File: config.mk
export PLATFORM = sky130hd
export DESIGN_NAME = hsv_vadj
export DESIGN_NICKNAME = d
export VERILOG_FILES = /design/src/hw/rtl/hsv_pkg.sv /design/src/hw/rtl/hsv_vadj.sv
export SDC_FILE = /design/constraint.sdc
export NUM_CORES = 1
export LEC_CHECK = 0
export BUFFER_PORTS_ARGS = -buffer_cell sky130_fd_sc_hd__buf_4
export CAP_MARGIN = 5
export CELL_PAD_IN_SITES_DETAIL_PLACEMENT = 1
export CELL_PAD_IN_SITES_GLOBAL_PLACEMENT = 2
export CORE_MARGIN = 1
export CORE_UTILIZATION = 45
export CTS_BUF_LIST = sky130_fd_sc_hd__clkbuf_8
export CTS_CLUSTER_SIZE = 16
export DETAILED_ROUTE_END_ITERATION = 7
export PLACE_DENSITY_LB_ADDON = 0.1
export SLEW_MARGIN = 40
export SYNTH_ARGS = -nofsm -noshare
export SYNTH_HDL_FRONTEND = slang
export SYNTH_SLANG_ARGS = --single-unit
File: constraint.sdc
create_clock -name i_clk -period 7.3 [get_ports i_clk]
set_input_delay 0.73 -clock i_clk [delete_from_list [all_inputs] [get_ports i_clk]]
set_output_delay 0.73 -clock i_clk [all_outputs]
set_load 0.01 [all_outputs]
File: src/hw/rtl/hsv_pkg.sv
`timescale 1ns / 1ps
// ----------------------------------------------------------------------------
// hsv_pkg
// Shared types, constants and helper functions of the HSV brightness block.
// ----------------------------------------------------------------------------
package hsv_pkg;

    // Hue sectors, red-yellow through magenta-red
    typedef enum logic [2:0] {
        SEC_RY = 3'd0,
        SEC_YG = 3'd1,
        SEC_GC = 3'd2,
        SEC_CB = 3'd3,
        SEC_BM = 3'd4,
        SEC_MR = 3'd5
    } t_sector;

    typedef enum logic {
        MODE_DARKEN  = 1'b0,
        MODE_LIGHTEN = 1'b1
    } t_mode;

    typedef enum logic {
        CFG_MODE  = 1'b0,
        CFG_RATIO = 1'b1
    } t_cfg_index;

    // 1.0 in value units: 255 with 12 fraction bits
    localparam logic [19:0] V_ONE  = 20'd1044480;
    // excess cap: anything at or above this clears saturation anyway
    localparam logic [23:0] X_CAP  = 24'd16711935;
    // ceil(2^32 / 255), exact for 24-bit dividends
    localparam logic [24:0] DIV255_M = 25'd16843010;
    localparam logic [16:0] Q16_ONE  = 17'd65536;

    typedef struct packed {
        t_sector     sec;
        logic [16:0] frac;
        logic [16:0] sat;
        logic [7:0]  mx;
        logic [23:0] adj;
        logic [7:0]  alpha;
    } t_hsv;

    typedef struct packed {
        t_sector     sec;
        logic [15:0] frac;
        logic [16:0] sat;
        logic [19:0] v;
        logic [7:0]  alpha;
    } t_hsv_adj;

    // one restoring division step: returns {quotient bit, new remainder}
    function automatic logic [8:0] div_step(input logic [7:0] rem, input logic [7:0] den);
        logic [8:0] t;
        t = {rem, 1'b0};
        if (t >= {1'b0, den}) begin
            div_step = {1'b1, 8'(t - {1'b0, den})};
        end else begin
            div_step = {1'b0, t[7:0]};
        end
    endfunction

    function automatic t_sector next_sector(input t_sector sec);
        case (sec)
            SEC_RY:  next_sector = SEC_YG;
            SEC_YG:  next_sector = SEC_GC;
            SEC_GC:  next_sector = SEC_CB;
            SEC_CB:  next_sector = SEC_BM;
            SEC_BM:  next_sector = SEC_MR;
            default: next_sector = SEC_RY;
        endcase
    endfunction

endpackage

File: src/hw/rtl/hsv_vadj.sv
`timescale 1ns / 1ps
// ----------------------------------------------------------------------------
// hsv_vadj
// Scale the value; in lighten mode trade the excess against saturation.
// ----------------------------------------------------------------------------
module hsv_vadj (
    input  logic              i_clk,
    input  logic              i_rst_n,
    input  logic              i_en,
    input  logic              i_valid,
    input  hsv_pkg::t_hsv     i_hsv,
    input  hsv_pkg::t_mode    i_mode,
    output logic              o_valid,
    output hsv_pkg::t_hsv_adj o_adj
);

    hsv_pkg::t_hsv_adj r_p5, r_p6, r_p7, n_p5, n_p7;
    logic [23:0]       r_x5, n_x5;
    logic              r_over5, r_over6, n_over5;
    logic [16:0]       r_ex6;
    logic [48:0]       prod;
    logic [2:0]        r_valid;

    always_comb begin
        logic [19:0] v0;
        logic [24:0] vs;
        logic [24:0] xd;
        logic [28:0] x29;
        v0 = {i_hsv.mx, 12'd0};
        n_p5.alpha = i_hsv.alpha;
        n_p5.sat   = i_hsv.sat;
        // a fraction that reaches one rolls into the next sector
        if (i_hsv.frac[16]) begin
            n_p5.frac = 16'd0;
            n_p5.sec  = hsv_pkg::next_sector(i_hsv.sec);
        end else begin
            n_p5.frac = i_hsv.frac[15:0];
            n_p5.sec  = i_hsv.sec;
        end
        vs      = 25'(v0) + 25'(i_hsv.adj);
        xd      = vs - 25'(hsv_pkg::V_ONE);
        x29     = {xd, 4'd0};
        n_over5 = 1'b0;
        n_x5    = (x29 >= 29'(hsv_pkg::X_CAP)) ? hsv_pkg::X_CAP : x29[23:0];
        if (i_mode == hsv_pkg::MODE_DARKEN) begin
            n_p5.v = (i_hsv.adj >= 24'(v0)) ? 20'd0 : 20'(24'(v0) - i_hsv.adj);
        end else if (vs > 25'(hsv_pkg::V_ONE)) begin
            n_over5 = 1'b1;
            n_p5.v  = hsv_pkg::V_ONE;
        end else begin
            n_p5.v = vs[19:0];
        end
    end

    // divide excess by 255 with a reciprocal multiply
    assign prod = 49'(r_x5) * 49'(hsv_pkg::DIV255_M);

    always_comb begin
        n_p7 = r_p6;
        if (r_over6) begin
            n_p7.sat = (r_ex6 >= r_p6.sat) ? 17'd0 : r_p6.sat - r_ex6;
        end
    end

    always_ff @(posedge i_clk) begin
        if (i_en) begin
            r_p5    <= n_p5;
            r_x5    <= n_x5;
            r_over5 <= n_over5;
            r_p6    <= r_p5;
            r_ex6   <= prod[48:32];
            r_over6 <= r_over5;
            r_p7    <= n_p7;
        end
    end

    always_ff @(posedge i_clk) begin
        if (!i_rst_n) begin
            r_valid <= '0;
        end else if (i_en) begin
            r_valid <= {r_valid[1:0], i_valid};
        end
    end

    assign o_valid = r_valid[2];
    assign o_adj   = r_p7;

endmodule

* Yosys cells after proc, flatten, opt, wreduce, memory -nomap -nowiden *
Index checks and enable logic that the tools add are counted.

operators by class
  magnitude comparators = 4
  reduce and logical (&&, ||, !) cells = 1
  mux-type cells = 9
  multipliers = 1
  equal/unequal tests = 4
  add/subtract/negate cells = 4

operator list
  kind                                                                  number
  two-way mux 20 bit                                                    3
  multiplier 24 x 24 -> 48 bit (second input constant)                  1
  two-way mux 17 bit                                                    2
  greater-or-equal comparator 29 x 24 -> 1 bit (second input constant)  1
  adder 20 x 24 -> 25 bit                                               1
  greater-than comparator 25 x 20 -> 1 bit (second input constant)      1
  subtractor 25 x 20 -> 25 bit (second input constant)                  1
  greater-or-equal comparator 24 x 20 -> 1 bit                          1
  subtractor 20 bit                                                     1
  two-way mux 19 bit                                                    1
  greater-or-equal comparator 17 bit                                    1
  subtractor 17 bit                                                     1
  case mux 3 bit (5 select lines)                                       1
  == test 3 x 2 -> 1 bit (second input constant)                        2
  two-way mux 4 bit                                                     1
  == test 3 x 1 -> 1 bit (second input constant)                        1
  == test 3 bit (second input constant)                                 1
  zero test 3 bit                                                       1
  two-way mux 1 bit                                                     1

word-level totals
  word-level logic and storage cells = 44
  input bits = 82
  register bits = 238
  output and inout port bits = 65

* Longest topological paths before layout *
  depth in word-level cells = 4
  gate-level depth with buffers = 17
  depth with buffers taken out = 17

* Least setup slack after synthesis *
Ideal clock, no wire load.

  path type = register to register
  from = register r_x5[2]
  to = register r_ex6[15] (data pin)
  path slack = 2.713 ns
  period minus slack after synthesis = 4.587 ns
  required time = 7.039 ns
  arrival = 4.326 ns
  path buffers = 0
  stages on the path, launching flop included = 18
  library setup time = 0.261 ns
  path through = edfxtp_1 -> ha_1 -> ha_1 -> inv_1 -> fa_1 -> inv_1 -> fa_1 -> ha_1 -> ha_1 -> nand2_1 -> a2111oi_0 -> a21bo_2 -> o311a_1 -> o21ai_0 -> o211ai_1 -> a21o_1 -> o211ai_1 -> xnor2_1

between the ends
  word-level cells in the longest chain between the ends = 1

RTL lines
  element                       RTL line        source
  from (decl)                   hsv_vadj.sv:18  logic [23:0] r_x5, n_x5;
  from (signal assigned)        hsv_vadj.sv:68  r_x5 <= n_x5;
  multiplier 24 x 24 -> 48 bit  hsv_vadj.sv:56  assign prod = 49'(r_x5) * 49'(hsv_pkg::DIV255_M);
  via prod[47]                  hsv_vadj.sv:21  logic [48:0] prod;
  to (signal assigned)          hsv_vadj.sv:71  r_ex6 <= prod[48:32];
  to (decl)                     hsv_vadj.sv:20  logic [16:0] r_ex6;

The timed path passes the listed nets, and every way through them passes these cells.
A chain may end at the register's enable or synchronous reset.

* Worst setup path in the final report *
Ends and elaborated chain as after synthesis.

==> metrics.txt <==
Setup Total Neg Slack 0 ns; cells along the critical path ha_1, ha_1, inv_1, fa_1, inv_1, fa_1, ha_1, ha_1, nand2_1, a2111oi_0, a21bo_2, o311a_1, o21ai_0, o211ai_1, a21o_1, o211ai_1, xnor2_1; kind of cell adding the most delay to the critical path adder cells; unrepaired setup endpoints after global routing no; area occupied by multi-input gates 0.00579 mm2; dpl hpwl 22300 um; net count after synthesis 1349; global route overflow 0; worst clock skew 0.0352 ns; complex-gate fraction of the synthesized area 10.1%; clock root buffer clkbuf_8; TritonCTS clock tree yes; power density over the cells 259 mW/mm2; pin count of the biggest net entering global routing 108; sequential element share of the synthesized area 52.8%; Yosys warning total 0; critical-path maximum fanout 9; mean post-synth cell area 12.8 um2; # port buffers 146; Slew Limit Fails 0; Iter 0 DRT Violations 359; slack of the critical path 2.25 ns; residual DRC count 0; antenna violations before repair 0; worst slack at placement 2.21 ns; dominant combinational cell family by area after synthesis adder cells; RePlAce Congestion 0.795; final worst-path cycle share 69.1%; leakage power summed over all cells 6.87 nW; slew of the pin with the lowest slew margin 0.789 ns; count of standard-cell rows 62; most repeated library cell on the critical path ha_1; Finish-stage setup viols 0; total setup buffers inserted after CTS 0; count of antenna diodes in the layout 0; hold violation total from the final report 0; top-area cell type share of the netlist area 52.3%; core box area 0.0289 mm2; Post-layout nets 1522; worst hold path type primary input to register; critical path startpoint category register; Gate Count Post-Synth 1042; share of synthesized registers carrying an async set or reset 0%; netlist area before placement 0.0133 mm2; first-pass GRT wire length 46700 um; fmax 0.198 GHz; cts-stage hold buffer count 0; post-route non-filler standard cell count 1630; global-route usage over all layers 19.5%; length of the first detailed-routing pass in iterations 4; biggest cell delay along the critical path 0.54 ns; effective utilization at floorplan 46.0%; multiplexer area fraction after synthesis 0.301%; Clock transition at path regs 0.06 ns; clock buffer depth 3; outcome completed; H-tree level count 2; endpoint kind of the worst setup timing path register; top flip-flop cell by instance count after synthesis edfxtp_1; total CTS buffers 42; number of global-route vias before repair 9012; Simple-Gate Fraction of Synth Area 8.15%; wire length per cell 17.9 um; post-cts repair resize count 0; area added between synthesis and finish 18.3%; number of buffers and inverters on the critical path 2; tightest slew margin relative to the limit 47.4%; highest-delay cell along the critical path edfxtp_1; floorplan die area 0.0303 mm2; total of fill cells in the finished design 3007; wire length after detailed routing 29200 um; final critical delay including setup and external delays 5.05 ns; share of synthesized cell area in full adder, half adder and majority cells 22.2%; number of storage elements in the synthesis netlist 235; die height 174 um; ANT nets after route 0; area leader, netlist edfxtp_1; placed cells 1555; xor/xnor share of the synthesized area 2.70%; Register Area 0.00703 mm2; max-cap violations 0; Skew-Pair Late Insertion Delay 0.55 ns; final core utilization 54.4%; CTS Sinks 235; Ports 147; number of enable-type register cells in the synthesized netlist 232; critical path data arrival time 5.34 ns; fraction of layout cells with a size suffix above 1 18.0%; biggest area contributors in the synthesized netlist edfxtp_1 (52%), ha_1 (19%), inv_1 (3.0%), fa_1 (2.7%), o21ai_0 (1.9%); critical path start-end classification register to register; worst ir drop on vdd 0.115 mV; Avg Vias per Cell 5.28; data required time at the worst endpoint 7.59 ns; total vias in the final route 8609; count of distinct cell types in the synthesized netlist 69; x dimension of the die 174 um; worst hold slack 0.354 ns
-- power by group --
part / internal [mW] / total [mW] / switching (mW)
sequential: 1.64 / 1.69 / 0.0556
clock: 0.777 / 1.32 / 0.541
combinational: 0.466 / 1.06 / 0.598
total: 2.88 / 4.08 / 1.19
-- path summary, 6_finish.rpt --
kind / startpoint / to / slack (ns) / cells after the start
worst max-delay path: r_x5[2] / r_ex6[15] / 2.25 / 17
worst min-delay path: i_hsv[43] / r_p5[31] / 0.35 / 1
worst max register to register: r_x5[2] / r_ex6[15] / 2.25 / 17
worst min register to register: r_p5[29] / r_p6[29] / 0.39 / 0
-- registers in the layout, indices dropped and copies added (netlist names) --
signal	cells
r_over6	1
o_adj	64
r_ex6	17
n_p7	47
r_over5	1
r_p6	17
r_x5	21
r_valid	3
r_p5	64
-- cells by family (layout without fill, tap and decap cells) --
kind of cell             count (synthesis)  in the layout
AO/OA/AOI/OAI                          202            202
XOR/XNOR                                41             41
adder cells (fa/ha/maj)                225            225
buffers and inverters                  127            331
flip-flops                             235            235
multiplexers                             4              4
AND/OR/NAND/NOR                        208            208
-- metal layers --
layer  track usage, %  share of wire (%)
met1             25.9                 46
met3             2.43                3.3
met5                0                  0
met2             33.6                 49
met4             4.79                1.4
-- final cells by class --
type / instances / share of cell area [%]
Timing Repair Buffer: 149 / 7.17
Inverter: 107 / 2.55
Clock inverter: 28 / 1.73
Sequential cell: 235 / 44.6
Multi-Input combinational cell: 680 / 36.8
Clock buffer: 47 / 4.11
Tap cell: 384 / 3.05
-- Yosys cell counts (12+ instances only) --
master    instances
clkbuf_1         13
nor2b_1          28
nor3_1           12
inv_1           105
a211oi_1         13
nand2_1          46
fa_1             18
o21ai_0          50
o22ai_1          18
edfxtp_1        232
nand3_1          14
ha_1            207
a21oi_1          44
nor2_1           41
xor2_1           15
xnor2_1          26
-- layout by cell type, fill, tap and decap left out, types with 26 or more instances in the layout --
master,n
a21oi_1,44
buf_4,147
clkbuf_8,47
edfxtp_1,232
ha_1,207
inv_1,116
nand2_1,46
nor2_1,41
nor2b_1,28
o21ai_0,50
xnor2_1,26
-- metrics by stage --
step	power [mW]	instance area [um2]
after floorplan	2.43	13300
after global placement	2.76	14800
after detailed placement	2.79	14800
after CTS	4.14	15700
after global routing	4.34	15800
final	4.08	15800
No activity file was read; power rests on OpenSTA's default activity.
