`src/hw/rtl/hsv_pkg.sv`:
```
`timescale 1ns / 1ps
// ----------------------------------------------------------------------------
// hsv_pkg
// Shared types, constants and helper functions of the HSV brightness block.
// ----------------------------------------------------------------------------
package hsv_pkg;

    // Hue sectors, red-yellow through magenta-red
    typedef enum logic [2:0] {
        SEC_RY = 3'd0,
        SEC_YG = 3'd1,
        SEC_GC = 3'd2,
        SEC_CB = 3'd3,
        SEC_BM = 3'd4,
        SEC_MR = 3'd5
    } t_sector;

    typedef enum logic {
        MODE_DARKEN  = 1'b0,
        MODE_LIGHTEN = 1'b1
    } t_mode;

    typedef enum logic {
        CFG_MODE  = 1'b0,
        CFG_RATIO = 1'b1
    } t_cfg_index;

    // 1.0 in value units: 255 with 12 fraction bits
    localparam logic [19:0] V_ONE  = 20'd1044480;
    // excess cap: anything at or above this clears saturation anyway
    localparam logic [23:0] X_CAP  = 24'd16711935;
    // ceil(2^32 / 255), exact for 24-bit dividends
    localparam logic [24:0] DIV255_M = 25'd16843010;
    localparam logic [16:0] Q16_ONE  = 17'd65536;

    typedef struct packed {
        t_sector     sec;
        logic [16:0] frac;
        logic [16:0] sat;
        logic [7:0]  mx;
        logic [23:0] adj;
        logic [7:0]  alpha;
    } t_hsv;

    typedef struct packed {
        t_sector     sec;
        logic [15:0] frac;
        logic [16:0] sat;
        logic [19:0] v;
        logic [7:0]  alpha;
    } t_hsv_adj;

    // one restoring division step: returns {quotient bit, new remainder}
    function automatic logic [8:0] div_step(input logic [7:0] rem, input logic [7:0] den);
        logic [8:0] t;
        t = {rem, 1'b0};
        if (t >= {1'b0, den}) begin
            div_step = {1'b1, 8'(t - {1'b0, den})};
        end else begin
            div_step = {1'b0, t[7:0]};
        end
    endfunction

    function automatic t_sector next_sector(input t_sector sec);
        case (sec)
            SEC_RY:  next_sector = SEC_YG;
            SEC_YG:  next_sector = SEC_GC;
            SEC_GC:  next_sector = SEC_CB;
            SEC_CB:  next_sector = SEC_BM;
            SEC_BM:  next_sector = SEC_MR;
            default: next_sector = SEC_RY;
        endcase
    endfunction

endpackage

```
`src/hw/rtl/hsv_hsv2rgb.sv`:
```
`timescale 1ns / 1ps
// ----------------------------------------------------------------------------
// hsv_hsv2rgb
// Build the sector factors, scale by value, round and place into RGB.
// ----------------------------------------------------------------------------
module hsv_hsv2rgb (
    input  logic              i_clk,
    input  logic              i_rst_n,
    input  logic              i_en,
    input  logic              i_valid,
    input  hsv_pkg::t_hsv_adj i_adj,
    output logic              o_valid,
    output logic [7:0]        o_red,
    output logic [7:0]        o_green,
    output logic [7:0]        o_blue,
    output logic [7:0]        o_alpha
);

    logic [16:0]      r_fx, r_fy, r_fz;
    logic [19:0]      r_v;
    hsv_pkg::t_sector r_sec;
    logic [7:0]       r_alpha;
    logic [32:0]      t_y, t_z;
    logic [7:0]       pv, px, py, pz;
    logic [7:0]       r_red, r_green, r_blue, r_alpha_o;
    logic [7:0]       n_red, n_green, n_blue;
    logic [1:0]       r_valid;

    assign t_y = 33'(i_adj.frac) * 33'(i_adj.sat);
    assign t_z = 33'(hsv_pkg::Q16_ONE - 17'(i_adj.frac)) * 33'(i_adj.sat);

    function automatic logic [7:0] to_byte(input logic [19:0] v, input logic [16:0] f);
        logic [36:0] p;
        p = 37'(v) * 37'(f) + 37'(28'h8000000);
        to_byte = (p[36:28] > 9'd255) ? 8'd255 : p[35:28];
    endfunction

    always_comb begin
        logic [20:0] sv;
        sv = 21'(r_v) + 21'd2048;
        pv = (sv[20:12] > 9'd255) ? 8'd255 : sv[19:12];
        px = to_byte(r_v, r_fx);
        py = to_byte(r_v, r_fy);
        pz = to_byte(r_v, r_fz);
        case (r_sec)
            hsv_pkg::SEC_RY: begin n_red = pv; n_green = pz; n_blue = px; end
            hsv_pkg::SEC_YG: begin n_red = py; n_green = pv; n_blue = px; end
            hsv_pkg::SEC_GC: begin n_red = px; n_green = pv; n_blue = pz; end
            hsv_pkg::SEC_CB: begin n_red = px; n_green = py; n_blue = pv; end
            hsv_pkg::SEC_BM: begin n_red = pz; n_green = px; n_blue = pv; end
            default:         begin n_red = pv; n_green = px; n_blue = py; end
        endcase
    end

    always_ff @(posedge i_clk) begin
        if (i_en) begin
            r_fx      <= hsv_pkg::Q16_ONE - i_adj.sat;
            r_fy      <= hsv_pkg::Q16_ONE - t_y[32:16];
            r_fz      <= hsv_pkg::Q16_ONE - t_z[32:16];
            r_v       <= i_adj.v;
            r_sec     <= i_adj.sec;
            r_alpha   <= i_adj.alpha;
            r_red     <= n_red;
            r_green   <= n_green;
            r_blue    <= n_blue;
            r_alpha_o <= r_alpha;
        end
    end

    always_ff @(posedge i_clk) begin
        if (!i_rst_n) begin
            r_valid <= '0;
        end else if (i_en) begin
            r_valid <= {r_valid[0], i_valid};
        end
    end

    assign o_valid = r_valid[1];
    assign o_red   = r_red;
    assign o_green = r_green;
    assign o_blue  = r_blue;
    assign o_alpha = r_alpha_o;

endmodule

```
`config.mk`:
```
export PLATFORM = sky130hd
export DESIGN_NAME = hsv_hsv2rgb
export DESIGN_NICKNAME = d
export VERILOG_FILES = /design/src/hw/rtl/hsv_pkg.sv /design/src/hw/rtl/hsv_hsv2rgb.sv
export SDC_FILE = /design/constraint.sdc
export NUM_CORES = 2
export LEC_CHECK = 0
export ABC_CLOCK_PERIOD_IN_PS = 26700
export BUFFER_PORTS_ARGS = -buffer_cell sky130_fd_sc_hd__buf_2
export CAP_MARGIN = 20
export CORE_UTILIZATION = 58
export DETAILED_ROUTE_END_ITERATION = 7
export HOLD_SLACK_MARGIN = 0.1
export PLACE_DENSITY = 0.8
export SLEW_MARGIN = 20
export SYNTH_ARGS = -nofsm -noshare
export SYNTH_HDL_FRONTEND = slang
export SYNTH_SLANG_ARGS = --single-unit
```
`constraint.sdc`:
```
create_clock -name i_clk -period 26.7 [get_ports i_clk]
set_input_delay 6.675 -clock i_clk [delete_from_list [all_inputs] [get_ports i_clk]]
set_output_delay 6.675 -clock i_clk [all_outputs]
set_load 0.02 [all_outputs]
```
### Word level (Yosys, flattened, before mapping)

Index checks and enable logic that the tools add are counted.

| cells by class | value |
|---|---|
| equal/unequal tests | 4 |
| multipliers | 5 |
| reduce and logical (&&, ||, !) cells | 5 |
| $lt $le $gt $ge | 4 |
| multiplexer cells | 7 |
| add/subtract/negate cells | 8 |

Operator list:

| operator | count |
|---|---|
| $add A37 B28 Y37 const B | 3 |
| $mul A20 B17 Y37 | 3 |
| $pmux W8 S3 | 3 |
| $sub A17 B17 Y17 const A | 3 |
| $gt A9 B8 Y1 const B | 4 |
| $mul A16 B17 Y33 | 1 |
| $mul A18 B18 Y33 | 1 |
| $mux W8 | 4 |
| $add A20 B12 Y21 const B | 1 |
| $sub A17 B16 Y18 const A | 1 |
| $reduce_or A2 Y1 | 4 |
| $eq A3 B2 Y1 const B | 2 |
| $eq A3 B1 Y1 const B | 1 |
| $eq A3 B3 Y1 const B | 1 |
| $logic_not A3 Y1 | 1 |

| storage, ports and cells | value |
|---|---|
| bits of input ports | 68 |
| bits in registers | 116 |

### Longest topological paths before layout

| logic depth | value |
|---|---|
| depth in word-level cells | 5 |
| mapped depth | 35 |

### Worst setup path after synthesis

Ideal clock, no wire load.

| timing path | value |
|---|---|
| path type | input to register |
| start | input i_adj[50] (netlist name) |
| end | register r_fz[11] (data pin) |
| data arrival time | 14.798 ns |
| cell stages on the path | 32 |
| slack | 11.636 ns |
| library setup time | 0.266 ns |
| cells stage by stage | clkbuf_1 > or4_1 > nor2_1 > nand2_1 > or4_1 > nor3_1 > xnor2_1 > clkbuf_1 > nand2_1 > fa_1 > inv_1 > fa_1 > inv_1 > fa_1 > inv_1 > fa_1 > inv_1 > fa_1 > inv_1 > fa_1 > ha_1 > a21oi_1 > nor3_1 > nor2_1 > nand2_1 > or3_1 > a2111oi_0 > nand2_1 > nor4_1 > o221ai_1 > a31oi_1 > xor2_1 |

| between the ends | value |
|---|---|
| longest elaborated chain between the ends | 3 |

RTL lines:

| element | line | RTL |
|---|---|---|
| start, declared | hsv_hsv2rgb.sv:11 | `input hsv_pkg::t_hsv_adj i_adj,` |
| $sub A17 B16 Y18 | hsv_hsv2rgb.sv:30 | `assign t_z = 33'(hsv_pkg::Q16_ONE - 17'(i_adj.frac)) * 33'(i_adj.sat);` |
| $mul A18 B18 Y33 | hsv_hsv2rgb.sv:30 |  |
| $sub A17 B17 Y17 | hsv_hsv2rgb.sv:59 | `r_fz <= hsv_pkg::Q16_ONE - t_z[32:16];` |
| end signal, assigned | hsv_hsv2rgb.sv:59 |  |
| end, declared | hsv_hsv2rgb.sv:19 | `logic [16:0] r_fx, r_fy, r_fz;` |

Every way passes these cells.
A chain may end at the register's enable or synchronous reset.

### Worst setup path after layout

| timing path | value |
|---|---|
| start | input i_adj[47] (netlist name) |
| end | register r_fz[11] (data pin) |

Same word-level chain as after synthesis.

==> flow_summary_export.csv <==
group,metric,value,unit
outcome,status,"complete, no violations",
setup_path,endpoint_kind,"flop",
floorplanning,io_pins,101,
floorplanning,dieArea,97600,um^2
clock_tree,cts.sinks,116,
clock_tree,clockRootBuffer,"clkbuf_16",
clock_tree,cts_buffer_depth,2,
finish,fillCellCount,7993,
logic_synthesis,synth_top_area_cell,"fa_1",
logic_synthesis,synth.yosys.seq_area_share,0.0620,
finish,drive_above_1_share,0.0347,
setup_path,critical_path_class,"primary input to flop",
clock_tree,clk_latency,490,ps
setup_path,worstSetupStartpoint,"i_adj[47]",
floorplanning,die_w,312,um
sta,setup_tns,0,ps
sta,fmax,63.3,MHz
logic_synthesis,yosysUniqueCellTypes,82,
clock_tree,cts_tree,"yes",
finish,syn_to_final_growth,3.26,%
sta,setup_violations,0,
global_routing,grt_pass1_vias,45300,
finish,final_nets,7957,
floorplanning,initial_core_util,0.587,
clock_tree,clkTransAtPathRegs,70,ps
global_routing,grt_max_degree,63,
logic_synthesis,synth_top_cell_area_share,0.442,
logic_synthesis,ys.flop_type,"edfxtp_1",
global_routing,grt_pass1_wl,233000,um
logic_synthesis,synth_mux_area_frac,0.00188,
logic_synthesis,synth_top_family_by_area,"adder cells",
routing,antenna_left,0,
setup_path,critPathLaunchType,"primary input",
logic_synthesis,synth_common_cells,"inv_1, fa_1, nand2_1, and2_1, ha_1",
routing,drc_errors,0,
routing,num_vias,41500,
placed_design,gp_congestion,0.911,
floorplanning,core,95300,um^2
logic_synthesis,async_flop_share,0,
sta,maxSlewViolCount,0,
setup_path,worstPathRequired,26930,ps
logic_synthesis,synth_area_leaders,"fa_1, ha_1, inv_1",
floorplanning,die_height,312,um
routing,first_iter_violations,2755,
logic_synthesis,synth_seq_cells,116,
clock_tree,cts_hold_buf,0,
logic_synthesis,synthAdderAreaFrac,0.573,
setup_path,reg2reg_from,"r_fy[3]$_DFFE_PP_",
global_routing,gr-total-overflow,0,
clock_tree,cts_made_buffers,17,
setup_path,crit_top_cell,"fa_1",
sta,period_minus_slack,15810,ps
logic_synthesis,synth-edff-count,114,
routing,finalWirelength,141000,um
routing,routedWlPerCell,19.1,um
logic_synthesis,syn_inst,6242,
logic_synthesis,avgSynthCellArea,8.95,um^2
clock_tree,cts_htree_levels,4,
logic_synthesis,yosysMostFrequentCell,"inv_1",
sta,hold_violations,0,
logic_synthesis,synth_fp_nets,8132,
placed_design,detailed_place_hpwl,106000,um
sta,maxSlewHeadroom,0.215,
finish,diodes,0,
global_routing,track_usage,0.302,
logic_synthesis,synth_compound_area_frac,0.0495,
setup_path,critPathMaxFanout,21,
clock_tree,post_cts_resized,0,
setup_path,crit_slowest_cell,"a2111oi_0",
global_routing,antenna_found_initial,0,
sta,post-route-period-util,0.592,
sta,final.setup.worst_slack,10890,ps
sta,rsz0062_at_grt,"no",
worst_hold_path,worstHoldPathType,"flop to flop",
clock_tree,cts_setup_buffers,0,
sta,skew,16.4,ps
logic_synthesis,yosys_warnings,0,
logic_synthesis,synthXorXnorAreaFrac,0.0204,
flow_run,maxCapViolCount,0,
placed_design,place_ws,10580,ps
worst_hold_path,min_from,"r_alpha[3]$_DFFE_PP_",
logic_synthesis,yosys.area_share.simple,0.173,
routing,drt_pass1_iterations,5,
floorplanning,row_count,113,
placed_design,io_buffers,100,
setup_path,critPathArrivalTime,16040,ps
sta,worstMarginPinSlew,1180,ps
logic_synthesis,syn_area,55900,um^2
setup_path,crit_path_max_incr_delay,770,ps
routing,vias_per_cell,5.65,
[cells in the final DEF, fill, tap and decap left out, types with 9 or more instances in the layout]
| cell type | count |
|---|---|
| xor2_1 | 42 |
| buf_2 | 99 |
| or3_1 | 11 |
| o31a_1 | 9 |
| buf_4 | 56 |
| nand4_1 | 14 |
| o221ai_1 | 9 |
| and2_1 | 725 |
| o21a_1 | 18 |
| a21oi_1 | 118 |
| a21o_1 | 60 |
| and3_1 | 27 |
| nor2_1 | 84 |
| ha_1 | 589 |
| nor2b_1 | 15 |
| nor3_1 | 35 |
| o21ai_0 | 76 |
| clkbuf_16 | 17 |
| a31oi_1 | 23 |
| inv_1 | 1434 |
| o21bai_1 | 13 |
| o211ai_1 | 13 |
| edfxtp_1 | 114 |
| a211oi_1 | 11 |
| nand3_1 | 43 |
| fa_1 | 1233 |
| nor4_1 | 11 |
| xnor2_1 | 84 |
| nand2_1 | 944 |
| nand2b_1 | 10 |
[per-layer routing]
metal	up-vias	part of all wire	GRT usage
met1	21000	0.39	0.389
met5	-	0	0
met2	1837	0.48	0.503
li1	18200	-	-
met3	420	0.086	0.0538
met4	0	0.043	0.124
[state kept, by name, summed over array words and instances (netlist names)]
| name | count |
|---|---|
| r_fx | 17 |
| r_fy | 17 |
| r_v | 20 |
| r_alpha | 8 |
| o_green | 8 |
| o_blue | 8 |
| o_alpha | 8 |
| r_fz | 17 |
| o_red | 8 |
| r_valid | 2 |
| r_sec | 3 |
[area by class of cell]
cell class	count	area (um^2)	share of cell area
clock buffer	17	425	0.00737
timing repair buffer	155	916	0.0159
clock inverter	15	176	0.00306
inverter	1435	5390	0.0933
sequential	116	3460	0.0600
tap	1265	1580	0.0274
multi-input combinational	4342	45800	0.793
[cell families (layout without fill, tap and decap cells)]
| group | after synthesis | in the layout |
|---|---|---|
| flops | 116 | 116 |
| fa+ha+maj | 1822 | 1822 |
| buf+inv | 1784 | 1622 |
| mux | 9 | 9 |
| simple gates | 1958 | 1958 |
| xor+xnor | 130 | 130 |
| compound gates | 423 | 423 |
[per-stage QoR]
stage	cell area, um^2	cells	hold WS (ps)	utilization
2_1_floorplan	55900	6242	400	-
3_3_place_gp	57100	7313	400	0.599
3_5_place_dp	57100	7313	405	0.599
4_1_cts	57700	7345	422	0.606
5_1_grt	57700	7345	425	0.606
6_report	57700	7345	422	0.606
[final timing paths]
| path | depth (start not counted) | slack, ps | to |
|---|---|---|---|
| setup reg to reg | 23 | 18350 | o_green[0]$_DFFE_PP_ |
| setup / recovery | 32 | 10890 | r_fz[11]$_DFFE_PP_ |
| hold / removal | 0 | 420 | o_alpha[3]$_DFFE_PP_ |
| hold reg to reg | 0 | 420 | o_alpha[3]$_DFFE_PP_ |
[worst max-delay path: cells and delay by family]
family / cells / cell delay (ps)
adder cells (fa/ha/maj): 7 / 3340
buffers and inverters: 7 / 750
AO/OA/AOI/OAI: 4 / 1600
XOR/XNOR: 2 / 250
AND/OR/NAND/NOR: 12 / 3390
Power is not shown: default switching activity piles up to over one toggle a cycle in this logic, so the estimate is an artifact.
