--- src/hw/rtl/hsv_pkg.sv ---
`timescale 1ns / 1ps
// ----------------------------------------------------------------------------
// hsv_pkg
// Shared types, constants and helper functions of the HSV brightness block.
// ----------------------------------------------------------------------------
package hsv_pkg;

    // Hue sectors, red-yellow through magenta-red
    typedef enum logic [2:0] {
        SEC_RY = 3'd0,
        SEC_YG = 3'd1,
        SEC_GC = 3'd2,
        SEC_CB = 3'd3,
        SEC_BM = 3'd4,
        SEC_MR = 3'd5
    } t_sector;

    typedef enum logic {
        MODE_DARKEN  = 1'b0,
        MODE_LIGHTEN = 1'b1
    } t_mode;

    typedef enum logic {
        CFG_MODE  = 1'b0,
        CFG_RATIO = 1'b1
    } t_cfg_index;

    // 1.0 in value units: 255 with 12 fraction bits
    localparam logic [19:0] V_ONE  = 20'd1044480;
    // excess cap: anything at or above this clears saturation anyway
    localparam logic [23:0] X_CAP  = 24'd16711935;
    // ceil(2^32 / 255), exact for 24-bit dividends
    localparam logic [24:0] DIV255_M = 25'd16843010;
    localparam logic [16:0] Q16_ONE  = 17'd65536;

    typedef struct packed {
        t_sector     sec;
        logic [16:0] frac;
        logic [16:0] sat;
        logic [7:0]  mx;
        logic [23:0] adj;
        logic [7:0]  alpha;
    } t_hsv;

    typedef struct packed {
        t_sector     sec;
        logic [15:0] frac;
        logic [16:0] sat;
        logic [19:0] v;
        logic [7:0]  alpha;
    } t_hsv_adj;

    // one restoring division step: returns {quotient bit, new remainder}
    function automatic logic [8:0] div_step(input logic [7:0] rem, input logic [7:0] den);
        logic [8:0] t;
        t = {rem, 1'b0};
        if (t >= {1'b0, den}) begin
            div_step = {1'b1, 8'(t - {1'b0, den})};
        end else begin
            div_step = {1'b0, t[7:0]};
        end
    endfunction

    function automatic t_sector next_sector(input t_sector sec);
        case (sec)
            SEC_RY:  next_sector = SEC_YG;
            SEC_YG:  next_sector = SEC_GC;
            SEC_GC:  next_sector = SEC_CB;
            SEC_CB:  next_sector = SEC_BM;
            SEC_BM:  next_sector = SEC_MR;
            default: next_sector = SEC_RY;
        endcase
    endfunction

endpackage

--- src/hw/rtl/hsv_div.sv ---
`timescale 1ns / 1ps
// ----------------------------------------------------------------------------
// hsv_div
// Three-stage restoring divider: floor(num * 65536 / den) for num <= den.
// ----------------------------------------------------------------------------
module hsv_div (
    input  logic        i_clk,
    input  logic        i_en,
    input  logic [7:0]  i_num,
    input  logic [7:0]  i_den,
    output logic [16:0] o_quot
);

    logic [5:0]  r_q1, n_q1;
    logic [7:0]  r_rem1, n_rem1;
    logic [7:0]  r_den1;
    logic [11:0] r_q2, n_q2;
    logic [7:0]  r_rem2, n_rem2;
    logic [7:0]  r_den2;
    logic [16:0] r_q3, n_q3;

    // integer bit plus five fraction bits
    always_comb begin
        logic [8:0] st;
        n_rem1 = i_num;
        n_q1   = '0;
        if (i_num >= i_den) begin
            n_q1[0] = 1'b1;
            n_rem1  = i_num - i_den;
        end
        for (int k = 0; k < 5; k++) begin
            st     = hsv_pkg::div_step(n_rem1, i_den);
            n_q1   = {n_q1[4:0], st[8]};
            n_rem1 = st[7:0];
        end
    end

    always_comb begin
        logic [8:0] st;
        n_rem2 = r_rem1;
        n_q2   = {r_q1, 6'd0};
        for (int k = 0; k < 6; k++) begin
            st     = hsv_pkg::div_step(n_rem2, r_den1);
            n_q2   = {n_q2[10:0], st[8]};
            n_rem2 = st[7:0];
        end
        n_q2 = {r_q1, n_q2[5:0]};
    end

    always_comb begin
        logic [8:0] st;
        logic [4:0] q;
        logic [7:0] rem;
        rem = r_rem2;
        q   = '0;
        for (int k = 0; k < 5; k++) begin
            st  = hsv_pkg::div_step(rem, r_den2);
            q   = {q[3:0], st[8]};
            rem = st[7:0];
        end
        n_q3 = {r_q2, q};
    end

    always_ff @(posedge i_clk) begin
        if (i_en) begin
            r_q1   <= n_q1;
            r_rem1 <= n_rem1;
            r_den1 <= i_den;
            r_q2   <= n_q2;
            r_rem2 <= n_rem2;
            r_den2 <= r_den1;
            r_q3   <= n_q3;
        end
    end

    assign o_quot = r_q3;

endmodule

--- src/hw/rtl/hsv_rgb2hsv.sv ---
`timescale 1ns / 1ps
// ----------------------------------------------------------------------------
// hsv_rgb2hsv
// Max/min and sector pick, then hue fraction and saturation by division.
// ----------------------------------------------------------------------------
module hsv_rgb2hsv (
    input  logic            i_clk,
    input  logic            i_rst_n,
    input  logic            i_en,
    input  logic            i_valid,
    input  logic [7:0]      i_red,
    input  logic [7:0]      i_green,
    input  logic [7:0]      i_blue,
    input  logic [7:0]      i_alpha,
    input  logic [15:0]     i_ratio,
    output logic            o_valid,
    output hsv_pkg::t_hsv   o_hsv
);

    typedef struct packed {
        hsv_pkg::t_sector sec;
        logic [7:0]       mx;
        logic [7:0]       alpha;
    } t_side;

    logic [7:0]       mx, mn, d, num;
    hsv_pkg::t_sector sec;

    logic [7:0]  r_num_h, r_den_h, r_num_s, r_den_s;
    t_side       r_side [4];
    logic [23:0] r_adj  [3];
    logic [3:0]  r_valid;
    logic [16:0] frac, sat;

    always_comb begin
        mx = i_red;
        mn = i_red;
        if (i_green > mx) mx = i_green;
        if (i_blue > mx)  mx = i_blue;
        if (i_green < mn) mn = i_green;
        if (i_blue < mn)  mn = i_blue;
        d = mx - mn;
        if (d == 8'd0) begin
            sec = hsv_pkg::SEC_RY;
            num = 8'd0;
        end else if (mx == i_red) begin
            if (i_green >= i_blue) begin
                sec = hsv_pkg::SEC_RY;
                num = i_green - i_blue;
            end else begin
                sec = hsv_pkg::SEC_MR;
                num = d - (i_blue - i_green);
            end
        end else if (mx == i_green) begin
            if (i_blue >= i_red) begin
                sec = hsv_pkg::SEC_GC;
                num = i_blue - i_red;
            end else begin
                sec = hsv_pkg::SEC_YG;
                num = d - (i_red - i_blue);
            end
        end else begin
            if (i_red >= i_green) begin
                sec = hsv_pkg::SEC_BM;
                num = i_red - i_green;
            end else begin
                sec = hsv_pkg::SEC_CB;
                num = d - (i_green - i_red);
            end
        end
    end

    always_ff @(posedge i_clk) begin
        if (i_en) begin
            // grey and black pixels divide 0 by 1 for hue, black ones also for saturation
            r_num_h   <= num;
            r_den_h   <= (d == 8'd0) ? 8'd1 : d;
            r_num_s   <= (mx == 8'd0) ? 8'd0 : d;
            r_den_s   <= (mx == 8'd0) ? 8'd1 : mx;
            r_side[0] <= '{sec: sec, mx: mx, alpha: i_alpha};
            for (int k = 1; k < 4; k++) begin
                r_side[k] <= r_side[k-1];
            end
            r_adj[0] <= 24'(r_side[0].mx * i_ratio);
            r_adj[1] <= r_adj[0];
            r_adj[2] <= r_adj[1];
        end
    end

    always_ff @(posedge i_clk) begin
        if (!i_rst_n) begin
            r_valid <= '0;
        end else if (i_en) begin
            r_valid <= {r_valid[2:0], i_valid};
        end
    end

    hsv_div u_div_hue (
        .i_clk  (i_clk),
        .i_en   (i_en),
        .i_num  (r_num_h),
        .i_den  (r_den_h),
        .o_quot (frac)
    );

    hsv_div u_div_sat (
        .i_clk  (i_clk),
        .i_en   (i_en),
        .i_num  (r_num_s),
        .i_den  (r_den_s),
        .o_quot (sat)
    );

    assign o_valid = r_valid[3];
    assign o_hsv   = '{sec: r_side[3].sec, frac: frac, sat: sat, mx: r_side[3].mx,
                       adj: r_adj[2], alpha: r_side[3].alpha};

endmodule

--- config.mk ---
export PLATFORM = sky130hd
export DESIGN_NAME = hsv_rgb2hsv
export DESIGN_NICKNAME = d
export VERILOG_FILES = /design/src/hw/rtl/hsv_pkg.sv /design/src/hw/rtl/hsv_div.sv /design/src/hw/rtl/hsv_rgb2hsv.sv
export SDC_FILE = /design/constraint.sdc
export NUM_CORES = 1
export LEC_CHECK = 0
export BUFFER_PORTS_ARGS = -buffer_cell sky130_fd_sc_hd__buf_2
export CAP_MARGIN = 10
export CORE_MARGIN = 2
export CORE_UTILIZATION = 45
export CTS_BUF_LIST = sky130_fd_sc_hd__clkbuf_2 sky130_fd_sc_hd__clkbuf_4 sky130_fd_sc_hd__clkbuf_8
export DETAILED_ROUTE_END_ITERATION = 6
export GPL_TIMING_DRIVEN = 0
export HOLD_SLACK_MARGIN = 0.05
export SETUP_SLACK_MARGIN = 0.1
export SLEW_MARGIN = 20
export SYNTH_ARGS = -nofsm -noshare
export SYNTH_HDL_FRONTEND = slang
export SYNTH_SLANG_ARGS = --single-unit
export TNS_END_PERCENT = 30
--- constraint.sdc ---
create_clock -name i_clk -period 17.44 [get_ports i_clk]
set_input_delay 5.232 -clock i_clk [delete_from_list [all_inputs] [get_ports i_clk]]
set_output_delay 5.232 -clock i_clk [all_outputs]
set_load 0.05 [all_outputs]
# Yosys cells after proc, flatten, opt, wreduce, memory -nomap -nowiden
# Memories as Yosys holds them, arrays and structs flattened.
# Index checks and enable logic that the tools add are counted.
[word_totals]
register_bits = 170
ram_bits = 148
output_inout_bits = 78
elab_cells = 168
n_memories = 2
[op_classes]
n_addsub = 44
n_mul = 1
magnitude_cmp = 41
eq_ne = 2
muxes = 53
n_reduce_logical = 2
[mem_list]
columns = ["memory", "depth", "word_bits", "read_ports", "rd_ports_with_merged_regs", "wr", "line_no", "rtl"]
rows = [
  ["r_side", 4, 19, 4, 0, 4, "hsv_rgb2hsv.sv:30", "t_side r_side [4];"],
  ["r_adj", 3, 24, 3, 0, 3, "hsv_rgb2hsv.sv:31", "logic [23:0] r_adj [3];"],
]
[op_table]
columns = ["operator", "count"]
rows = [
  ["$sub A8 B8 Y8", 44],
  ["$ge A9 B8 Y1", 32],
  ["$mux W9", 32],
  ["$mux W8", 11],
  ["$ge A8 B8 Y1", 5],
  ["$mul A8 B16 Y24", 1],
  ["$eq A8 B8 Y1", 2],
  ["$gt A8 B8 Y1", 2],
  ["$logic_not A8 Y1", 2],
  ["$lt A8 B8 Y1", 2],
  ["$mux W3", 5],
  ["$mux W1", 4],
  ["$mux W2", 1],
]

# Longest topological paths before layout
# Gate-level depths: netlist (run 1).
[depth]
word_depth = 12
ltp_mapped = 63

# By module
# From an unflattened synthesis (run 1), not the netlist that was laid out.
[hier_totals]
hier_cells = 3291
area_unflattened_um2 = 31875.6
[modules_own_cells]
columns = ["module", "instances", "cells_per_inst", "area_per_inst_um2", "seq_area_each_um2"]
rows = [
  ["hsv_rgb2hsv", 1, 1281, 14223.6, 5485.3],
  ["hsv_div (u_div_sat)", 1, 1039, 9116.2, 2011.9],
  ["hsv_div (u_div_hue)", 1, 971, 8535.7, 2011.9],
]

# Least setup slack after synthesis (run 1)
# No wires, ideal clock.
[synth_path]
kind = "input -> register"
startpoint = "in i_red[0]"
endpoint = "reg r_num_h[7], data pin"
setup_ps = 261
arrival_time_ps = 12230
t_required_ps = 17179
slack_ps = 4948
path_stages = 35
path_cell_list = "clkbuf_1 > inv_1 > ha_1 > fa_1 > nand2b_1 > a211oi_2 > or2_2 > buf_2 > buf_2 > a21oi_1 > ha_1 > a21o_1 > a21oi_1 > o2111ai_1 > nand2_1 > buf_1 > mux2i_1 > ha_1 > nor2b_1 > o21ai_0 > a21oi_1 > o21ai_0 > nor2b_1 > xnor2_1 > fa_1 > ha_1 > nor3_1 > nor2_1 > o41ai_1 > xnor2_1 > xnor3_1 > o31ai_1 > xnor2_1 > mux2i_1 > o21ai_1"
[synth_via]
elab_chain_len = 9
[synth_rtl]
columns = ["element", "line_no", "rtl"]
rows = [
  ["start, declared", "hsv_rgb2hsv.sv:11", "input logic [7:0] i_red,"],
  ["$gt A8 B8 Y1", "hsv_rgb2hsv.sv:38", "if (i_green > mx) mx = i_green;"],
  ["$mux W8 (*)", "hsv_rgb2hsv.sv:38", ""],
  ["$gt A8 B8 Y1", "hsv_rgb2hsv.sv:39", "if (i_blue > mx) mx = i_blue;"],
  ["$mux W8 (*)", "hsv_rgb2hsv.sv:39", ""],
  ["named net mx[1]", "hsv_rgb2hsv.sv:26", "logic [7:0] mx, mn, d, num;"],
  ["$sub A8 B8 Y8 (*)", "hsv_rgb2hsv.sv:42", "d = mx - mn;"],
  ["named net d[5]", "hsv_rgb2hsv.sv:26", ""],
  ["$sub A8 B8 Y8 (on tied branches)", "hsv_rgb2hsv.sv:68, hsv_rgb2hsv.sv:60", ""],
  ["$mux W8 (on tied branches)", "hsv_rgb2hsv.sv:63, hsv_rgb2hsv.sv:55", ""],
  ["$mux W8", "hsv_rgb2hsv.sv:54", "end else if (mx == i_green) begin"],
  ["$mux W8", "hsv_rgb2hsv.sv:46", "end else if (mx == i_red) begin"],
  ["end signal, assigned", "hsv_rgb2hsv.sv:76", "r_num_h <= num;"],
  ["end, declared", "hsv_rgb2hsv.sv:29", "logic [7:0] r_num_h, r_den_h, r_num_s, r_den_s;"],
]
# Mark *: on every way through the listed nets, which the timed path passes. The rest lies on a longest branch.
# A chain may end at the register's enable or synchronous reset.

# Final worst setup path (run 1)
[layout_path]
startpoint = "reg r_den_h[3]"
endpoint = "reg u_div_hue.r_rem1[7], data pin"
[layout_via]
elab_chain_len = 12
[layout_rtl]
columns = ["element", "line_no", "rtl"]
rows = [
  ["start, declared", "hsv_rgb2hsv.sv:29", ""],
  ["start signal, assigned", "hsv_rgb2hsv.sv:77", "r_den_h <= (d == 8'd0) ? 8'd1 : d;"],
  ["$sub A8 B8 Y8 or $ge A8 B8 Y1 (tied branches)", "hsv_div.sv:29, hsv_div.sv:27", ""],
  ["$mux W8", "hsv_div.sv:27", "if (i_num >= i_den) begin"],
  ["$sub A8 B8 Y8 or $ge A9 B8 Y1 (tied branches)", "hsv_pkg.sv:58, hsv_pkg.sv:57", ""],
  ["$mux W9", "hsv_pkg.sv:57", "if (t >= {1'b0, den}) begin"],
  ["$sub A8 B8 Y8 or $ge A9 B8 Y1 (tied branches)", "hsv_pkg.sv:58, hsv_pkg.sv:57", ""],
  ["$mux W9", "hsv_pkg.sv:57", ""],
  ["$sub A8 B8 Y8 or $ge A9 B8 Y1 (tied branches)", "hsv_pkg.sv:58, hsv_pkg.sv:57", ""],
  ["$mux W9", "hsv_pkg.sv:57", ""],
  ["$sub A8 B8 Y8 or $ge A9 B8 Y1 (tied branches)", "hsv_pkg.sv:58, hsv_pkg.sv:57", ""],
  ["$mux W9", "hsv_pkg.sv:57", ""],
  ["$ge A9 B8 Y1 or $sub A8 B8 Y8 (tied branches)", "hsv_pkg.sv:57, hsv_pkg.sv:58", ""],
  ["$mux W9 (*)", "hsv_pkg.sv:57", ""],
  ["named net u_div_hue.n_rem1[7]", "hsv_div.sv:15", "logic [7:0] r_rem1, n_rem1;"],
  ["end signal, assigned", "hsv_div.sv:67", "r_rem1 <= n_rem1;"],
  ["end, declared", "hsv_div.sv:15", ""],
]
# Marks and branches as above.

==> results of run 1 <==
[how the worst max path moves through the flow]
stage	start	to	slack, ns	cells past startpoint
final	r_den_h[3]	u_div_hue.r_rem1[7]	2.42	59
after global routing	r_den_h[3]	u_div_hue.r_rem1[7]	1.36	61
after CTS	r_den_h[3]	u_div_hue.r_rem1[7]	2.59	59
after detailed placement	r_den_h[3]	u_div_hue.r_rem1[7]	2.61	59
after global placement	r_den_h[3]	u_div_hue.r_rem1[7]	2.69	59
after floorplan	i_red[0]	r_num_h[7]	4.95	35
[cells by family (layout without fill, tap and decap cells)]
group                      after synthesis  in the layout  share of synthesized area
AOI/OAI and AO/OA                      770            770                     0.1638
xor gates and xnor gates               225            225                    0.06451
adders and majority gates              477            477                     0.2217
buffers and inverters                  381            617                    0.05085
DFF                                    318            318                     0.3080
muxes                                  131            131                    0.04627
other                                    0              1                          0
and+or+nand+nor                        887            887                     0.1449
[metal layers]
metal,global-route usage,wire [um]
met5,0,0
met4,0.08746,2672
met3,0.03494,4288
met2,0.3677,36910
met1,0.2880,34800
[synthesized netlist by cell type (31+ instances only)]
cell | instances | area (sq um)
o21a_1 | 60 | 450.4
nor2b_1 | 73 | 456.7
clkbuf_1 | 34 | 127.6
xor2_1 | 78 | 683.2
a21o_1 | 81 | 608.1
ha_1 | 360 | 4504
mux2_2 | 77 | 867.1
and3_1 | 31 | 193.9
a21oi_1 | 203 | 1016
nor3_1 | 71 | 355.3
and2_1 | 74 | 462.9
nor2_1 | 247 | 927.1
inv_1 | 289 | 1085
edfxtp_1 | 314 | 9429
fa_1 | 117 | 2342
nand3_1 | 34 | 170.2
nand2_1 | 186 | 698.2
xnor2_1 | 145 | 1270
mux2i_1 | 51 | 510.5
o21ai_0 | 174 | 870.8
nand2b_1 | 44 | 275.3
[through the flow]
| step | utilization | hold WS [ns] | setup WS [ns] | cell area [sq um] |
|---|---|---|---|---|
| global placement | 0.4782 | 0.4003 | 2.693 | 32620 |
| global route | 0.4982 | 0.3879 | 1.364 | 33990 |
| CTS | 0.4980 | 0.3818 | 2.593 | 33980 |
| finish | 0.4982 | 0.3920 | 2.422 | 33990 |
| detailed placement | 0.4795 | 0.4045 | 2.610 | 32720 |
| floorplan | - | 0.4003 | 4.948 | 30880 |
[worst max-delay path: cells and delay by family (launching register included)]
family	cells	cell delay, ns
flip-flops	1	0.43
AND/OR/NAND/NOR	15	3.60
adder cells (fa/ha/maj)	6	1.93
AO/OA/AOI/OAI	28	6.41
multiplexers	2	0.66
buffers and inverters	8	1.70
[cell type report]
class                           count  area, sq um  area share
Clock buffer                       72        903.4     0.02658
Sequential cell                   318         9509      0.2798
Inverter                          301         1135     0.03339
Antenna cell                        1        2.502  0.00007362
Tap cell                          882         1104     0.03247
Clock inverter                     33        357.8     0.01053
Multi-Input combinational cell   2490        19810      0.5828
Buffer                             80        435.4     0.01281
Timing Repair Buffer              131        733.2     0.02157
[state kept, by name, indices dropped and copies added, names as in the netlist]
| name | cells |
|---|---|
| u_div_sat.r_q1 | 6 |
| u_div_hue.o_quot | 17 |
| u_div_sat.r_den1 | 8 |
| u_div_sat.r_rem2 | 8 |
| r_side | 76 |
| u_div_hue.r_den1 | 8 |
| u_div_hue.r_q1 | 6 |
| u_div_hue.r_den2 | 8 |
| r_den_h | 8 |
| u_div_sat.o_quot | 17 |
| r_den_s | 8 |
| u_div_hue.r_rem1 | 8 |
| u_div_sat.r_q2 | 12 |
| r_valid | 4 |
| r_num_s | 8 |
| u_div_hue.r_rem2 | 8 |
| r_adj | 72 |
| u_div_sat.r_den2 | 8 |
| u_div_hue.r_q2 | 12 |
| r_num_h | 8 |
| u_div_sat.r_rem1 | 8 |
==> results.py, run 1 <==
metrics = {
    "status": {
        "status": "finished clean",
    },
    "cts": {
        "cts_resized": 0,
        "clock_latency_ns": 0.69,
        "cts_tree": "done",
        "hold_buffers": 0,
        "cts_made_buffers": 58,
        "htree_levels": 2,
        "cts_root_buffer": "clkbuf_8",
        "clock_path_buffers": 3,
        "cts_sinks": 318,
        "post_cts_buffers": 0,
        "path_clk_slew_ns": 0.06,
    },
    "floorplanning": {
        "design.core.area_sq_mm": 0.06823,
        "fp.dieArea_sq_mm": 0.07073,
        "dieHeight_um": 266.0,
        "initial_core_util": 0.4526,
        "row_count": 96,
        "io_pins": 130,
        "die_w_um": 266.0,
    },
    "layout": {
        "synthToLayoutAreaGrowth_pct": 10.07,
        "fin_nets": 3909,
        "fin_cells": 4308,
        "drive_above_1_share": 0.1171,
        "num-fill-cells": 6309,
        "final_common_cell": "ha_1",
        "final_cell_mix": "360 x ha_1, 314 x edfxtp_1, 289 x inv_1, 247 x nor2_1, 203 x a21oi_1",
    },
    "sta": {
        "relSlewSlack": 0.1702,
        "fin_crit_sh": 0.8611,
        "fin_crit_ns": 15.02,
        "max_freq_mhz": 66.59,
        "worst_pin_slew_ns": 1.236,
        "rsz0062_at_grt": "false",
        "hold_violations": 0,
        "setup_viol": 0,
        "timing.setup.tns_ns": 0,
        "clock_skew_ns": 0.03749,
        "final_max_slew_viol_count": 0,
    },
    "drt": {
        "drc": 0,
        "routedWlPerCell_um": 18.26,
        "drtIter0Drc": 1668,
        "vias": 24620,
        "ant_nets": 0,
        "vias_per_cell": 5.715,
        "drt_wl_total_um": 78670,
        "dr.pass1.iters": 6,
    },
    "place": {
        "io_buffers": 128,
        "gp_congestion": 0.9795,
        "dp_hpwl_um": 60880,
        "post-place-cells": 4202,
    },
    "setup_path": {
        "cp_common_cell": "a21oi_1",
        "crit_arrival_ns": 15.45,
        "reg2reg_setup_slack_ns": 2.42,
        "crit_path_top_delay_cell": "nor3_1",
        "startpoint_type": "flip-flop",
        "endpoint_kind": "flip-flop",
        "r2r-end": "u_div_hue.r_rem1[7]",
        "timing.rr.start": "r_den_h[3]",
        "max_stage_delay_ns": 0.50,
        "r2r_cells": 59,
        "required_ns": 17.87,
        "critPathMaxFanout": 10,
        "crit_type": "flip-flop to flip-flop",
    },
    "flow_run": {
        "maxCapViolations": 0,
    },
    "worst_hold_path": {
        "hold_path.class": "flip-flop to flip-flop",
        "worstHoldStart": "u_div_hue.r_q1[4]",
        "whs_path_depth": 0,
        "whs_endpoint": "u_div_hue.r_q2[10]",
    },
    "yosys": {
        "yosys_register_bits": 318,
        "synth-warning-count": 0,
        "synth_fp_nets": 3718,
        "synthArstFlopShare": 0,
        "synth-seq-area-share": 0.3080,
        "synth_area_sq_mm": 0.03088,
        "synth_cell_types": 99,
        "synth_flop_cell": "edfxtp_1",
        "synth_area_per_cell_sq_um": 9.683,
        "synth_edf_count": 314,
        "postSynthCellCount": 3189,
    },
    "grt": {
        "grt_pass1_vias": 24830,
        "grt_pass1_wl_um": 126100,
        "grt_max_degree": 110,
        "antenna_found_initial": 1,
        "track_usage": 0.2209,
        "grt_overflow": 0,
    },
}
Power of run 1 is not shown: default switching activity piles up to over one toggle a cycle in this logic, so the estimate is an artifact.
==> run 2: changes to the inputs <==
ABC_AREA = 1   (was unset)
clock period = 12.7 ns   (was 17.44 ns; I/O delays follow)
==> results.py, run 2 <==
metrics = {
    "cts": {
        "path_clk_slew_ns": 0.06,
        "htree_levels": 2,
        "hold_buffers": 0,
        "cts_made_buffers": 58,
        "cts_tree": "done",
        "cts_sinks": 318,
        "cts_root_buffer": "clkbuf_8",
        "clock_path_buffers": 3,
        "clock_latency_ns": 0.67,
    },
    "layout": {
        "largest_register": "r_side",
        "largest_reg_flops": 76,
        "drive_above_1_share": 0.1064,
        "multiInputGateArea_sq_mm": 0.01877,
        "fin_nets": 4472,
        "final_common_cell": "nand2_1",
        "num-fill-cells": 6647,
        "synthToLayoutAreaGrowth_pct": 9.978,
        "regArea_sq_mm": 0.009509,
        "reg.largest.list": "r_side x76, r_adj x72",
        "final_cell_mix": "860 x nand2_1, 573 x inv_1, 359 x ha_1, 314 x edfxtp_1, 239 x a21oi_1",
    },
    "sta": {
        "timing.setup.tns_ns": 0,
        "relSlewSlack": 0.4832,
        "fin_crit_ns": 11.49,
        "worst_pin_slew_ns": 0.7700,
        "setup_viol": 0,
        "rsz0062_at_grt": "true",
        "final_max_slew_viol_count": 0,
        "hold_violations": 0,
        "fin_crit_sh": 0.9044,
        "clock_skew_ns": 0.03568,
        "max_freq_mhz": 87.06,
    },
    "drt": {
        "vias": 24570,
        "drt_wl_total_um": 70000,
        "vias_per_cell": 5.047,
        "routedWlPerCell_um": 14.38,
        "dr.pass1.iters": 7,
        "ant_nets": 0,
        "drc": 0,
        "drtIter0Drc": 1409,
    },
    "place": {
        "io_buffers": 113,
        "gp_congestion": 0.9068,
        "dp_hpwl_um": 55210,
    },
    "setup_path": {
        "crit_arrival_ns": 11.88,
        "critPathMaxFanout": 10,
        "required_ns": 13.09,
        "endpoint_kind": "flip-flop",
        "crit_start": "r_den_s[1]",
        "startpoint_type": "flip-flop",
        "crit_type": "flip-flop to flip-flop",
        "timing.rr.start": "r_den_s[1]",
        "cp_common_cell": "nand2_1",
        "max_stage_delay_ns": 0.50,
        "crit_path_top_delay_cell": "fa_1",
    },
    "floorplanning": {
        "initial_core_util": 0.4535,
        "design.core.area_sq_mm": 0.06847,
        "fp.dieArea_sq_mm": 0.07111,
        "row_count": 96,
        "dieHeight_um": 266.7,
        "die_w_um": 266.7,
        "io_pins": 130,
    },
    "grt": {
        "track_usage": 0.1977,
        "grt_pass1_vias": 23380,
        "grt_pass1_wl_um": 114900,
        "antenna_found_initial": 1,
        "grt_max_degree": 104,
        "grt_overflow": 0,
    },
    "status": {
        "status": "finished clean",
    },
    "yosys": {
        "synth_area_per_cell_sq_um": 8.279,
        "synth-warning-count": 0,
        "postSynthCellCount": 3750,
        "synth-seq-area-share": 0.3063,
        "ys_top_cells_by_count": "860 x nand2_1, 577 x inv_1, 360 x ha_1",
        "yosys_register_bits": 318,
        "synthArstFlopShare": 0,
        "synth.area.top_cells": "edfxtp_1 30%, ha_1 15%, nand2_1 10%",
        "synth_fp_nets": 4279,
        "synth_edf_count": 314,
        "synth_top_cell_by_area": "edfxtp_1",
        "synthDominantCellAreaShare": 0.3037,
        "synth_flop_cell": "edfxtp_1",
        "synth_cell_types": 66,
        "yosysMostFrequentCell": "nand2_1",
        "synth_area_sq_mm": 0.03105,
    },
    "worst_hold_path": {
        "worstHoldStart": "r_side[1][15]",
        "hold_path.class": "flip-flop to flip-flop",
    },
    "flow_run": {
        "maxCapViolations": 0,
    },
}
## run 2: changes by cell type after synthesis, sizes merged, moves of 74 or more
cell	before	now
inv	298	595
nand3	34	201
nor2b	74	0
and2	75	1
nand2	187	896
mux2	78	0
## run 2: through the flow
| step | area, sq um | util | setup WS, ns | cells | hold WS [ns] |
|---|---|---|---|---|---|
| finish | 34150 | 0.4987 | 1.214 | 4868 | 0.4057 |
| global route | 34150 | 0.4987 | 0.05823 | 4868 | 0.4169 |
| CTS | 33960 | 0.4961 | 0.7847 | 4850 | 0.4097 |
| detailed placement | 32810 | 0.4792 | 0.8108 | 4748 | 0.4045 |
| global placement | 32720 | 0.4779 | 0.9250 | 4745 | 0.4001 |
| floorplan | 31050 | - | 2.656 | 3750 | 0.4003 |
## run 2: area by class of cell
type | count | share of cell area
Tap cell | 882 | 0.03232
Sequential cell | 318 | 0.2785
Multi-Input combinational cell | 2744 | 0.5497
Clock inverter | 29 | 0.007109
Timing Repair Buffer | 133 | 0.02301
Antenna cell | 1 | 0.00007329
Inverter | 597 | 0.06621
Clock buffer | 73 | 0.02668
Buffer | 91 | 0.01645
## run 2: path summary, 6_finish.rpt
path,to,slack [ns],cells after the start
worst max-delay path,u_div_sat.r_rem1[2],1.21,66
worst min-delay path,r_side[2][15],0.41,0
worst max register to register,u_div_sat.r_rem1[2],1.21,66
worst min register to register,r_side[2][15],0.41,0
## run 2: cells by family after synthesis
family,synth area share
and+or+nand+nor,0.2038
buffers and inverters,0.09055
AOI/OAI and AO/OA,0.1074
adders and majority gates,0.2205
DFF,0.3063
xor gates and xnor gates,0.07052
muxes,0.0009672
## run 2: layer usage
metal	part of all wire	track usage	vias to the layer above	routed length (um)
li1	-	-	12790	-
met1	0.48	0.2730	11310	33790
met2	0.46	0.3290	377	32240
met5	0	0	-	0
met4	0.022	0.05102	0	1517
met3	0.035	0.02316	92	2445
## run 2: repair_timing
item,CTS,global route
buffers inserted,0,17
endpoints found under the setup margin,0,26
gates resized for setup,0,11
hold endpoints to repair,0,0
## run 2: critical path: cells and delay by family, from the launching register on
kind                     cells  cell delay (ns)
AO/OA/AOI/OAI               22             4.02
adder cells (fa/ha/maj)      6             2.18
buffers and inverters        7             1.05
flip-flops                   1             0.45
AND/OR/NAND/NOR             31             3.49
Power of run 2 is left out for the same reason.
==> run 3: changes to the inputs <==
PLACE_DENSITY = 0.73   (was unset)
==> results.py, run 3 (synthesis gave the netlist of run 2 again) <==
metrics = {
    "place": {
        "io_buffers": 113,
        "dp_hpwl_um": 54510,
        "placed_cell_area_sq_mm": 0.03281,
        "gp_congestion": 0.9579,
    },
    "sta": {
        "max_freq_mhz": 86.87,
        "fin_crit_ns": 11.51,
        "timing.setup.tns_ns": 0,
        "rsz0062_at_grt": "false",
        "final_max_slew_viol_count": 0,
        "setup_viol": 0,
        "hold_violations": 0,
        "worst_pin_slew_ns": 0.8530,
        "fin_crit_sh": 0.9064,
        "relSlewSlack": 0.4279,
        "clock_skew_ns": 0.02277,
    },
    "floorplanning": {
        "row_count": 96,
        "initial_core_util": 0.4535,
        "dieHeight_um": 266.7,
        "io_pins": 130,
        "design.core.area_sq_mm": 0.06847,
        "fp.dieArea_sq_mm": 0.07111,
        "die_w_um": 266.7,
    },
    "worst_hold_path": {
        "hold_path.class": "flip-flop to flip-flop",
    },
    "layout": {
        "final_common_cell": "nand2_1",
        "largest_reg_flops": 76,
        "fin_nets": 4453,
        "regArea_sq_mm": 0.009509,
        "final_cell_mix": "860 x nand2_1, 575 x inv_1, 359 x ha_1, 314 x edfxtp_1, 238 x a21oi_1",
        "num-fill-cells": 6427,
        "drive_above_1_share": 0.1028,
        "design_area_sq_mm": 0.03411,
        "largest_register": "r_side",
        "multiInputGateArea_sq_mm": 0.01876,
        "reg.largest.list": "r_side x76, r_adj x72",
        "synthToLayoutAreaGrowth_pct": 9.873,
    },
    "setup_path": {
        "endpoint_kind": "flip-flop",
        "cp_num_buf_inv": 7,
        "startpoint_type": "flip-flop",
        "max_stage_delay_ns": 0.53,
        "crit_family": "compound AO/OA/AOI/OAI gates",
        "required_ns": 13.10,
        "critPathMaxFanout": 10,
        "crit_arrival_ns": 11.91,
        "cp_common_cell": "nand2_1",
        "crit_type": "flip-flop to flip-flop",
        "crit_path_top_delay_cell": "a211oi_2",
    },
    "flow_run": {
        "maxCapViolations": 0,
    },
    "cts": {
        "clock_path_buffers": 3,
        "hold_buffers": 0,
        "clock_latency_ns": 0.67,
        "cts_sinks": 318,
        "path_clk_slew_ns": 0.06,
        "cts_tree": "done",
        "cts_made_buffers": 55,
        "htree_levels": 2,
        "cts_root_buffer": "clkbuf_8",
    },
    "grt": {
        "grt_max_degree": 103,
        "grt_pass1_wl_um": 114200,
        "grt_overflow": 0,
        "grt_pass1_vias": 23540,
        "antenna_found_initial": 2,
        "track_usage": 0.1954,
    },
    "drt": {
        "drt_wl_total_um": 69020,
        "routedWlPerCell_um": 14.23,
        "ant_nets": 0,
        "dr.pass1.iters": 5,
        "drc": 0,
        "vias": 24830,
        "drtIter0Drc": 1592,
        "vias_per_cell": 5.119,
    },
    "status": {
        "status": "finished clean",
    },
}
-- run 3: area by class of cell --
cell class,instances,area share
inverters,597,0.06606
diodes,1,0.00007336
multi-input cells,2744,0.5499
clock inverters,37,0.01269
clock buffers,64,0.02417
plain buffers,91,0.01647
flip-flops and latches,318,0.2788
repair buffers,117,0.01951
well taps,882,0.03235
-- run 3: stage by stage --
| step | instances | util | setup WS (ns) | hold slack [ns] |
|---|---|---|---|---|
| after floorplan | 3750 | - | 2.656 | 0.4003 |
| after global placement | 4745 | 0.4779 | 0.8751 | 0.4005 |
| after detailed placement | 4748 | 0.4792 | 0.6261 | 0.4045 |
| after CTS | 4849 | 0.4976 | 0.5913 | 0.4102 |
| after global routing | 4851 | 0.4982 | 0.1328 | 0.4164 |
| final | 4851 | 0.4982 | 1.188 | 0.4096 |
-- run 3: metal layers --
metal  global-route usage  up-vias  wire [um]
li1                     -    12770          -
met1               0.2602    11410      31200
met2               0.3250      543      32090
met3              0.03017      107       3819
met4              0.06347        0       1913
met5                    0        -          0
-- run 3: what timing repair did --
action                     4_1_cts  5_1_grt
buffers inserted                 0        1
resized for setup                0       11
setup endpoints to repair        0        9
-- run 3: path summary, 6_finish.rpt --
path                    start  slack [ns]                  end  cells after the start
setup reg to reg   r_den_s[5]        1.19  u_div_sat.r_rem1[7]                     65
setup / recovery   r_den_s[5]        1.19  u_div_sat.r_rem1[7]                     65
hold reg to reg   r_adj[0][4]        0.41         r_adj[0][28]                      0
hold / removal    r_adj[0][4]        0.41         r_adj[0][28]                      0
Power of run 3 is left out for the same reason.
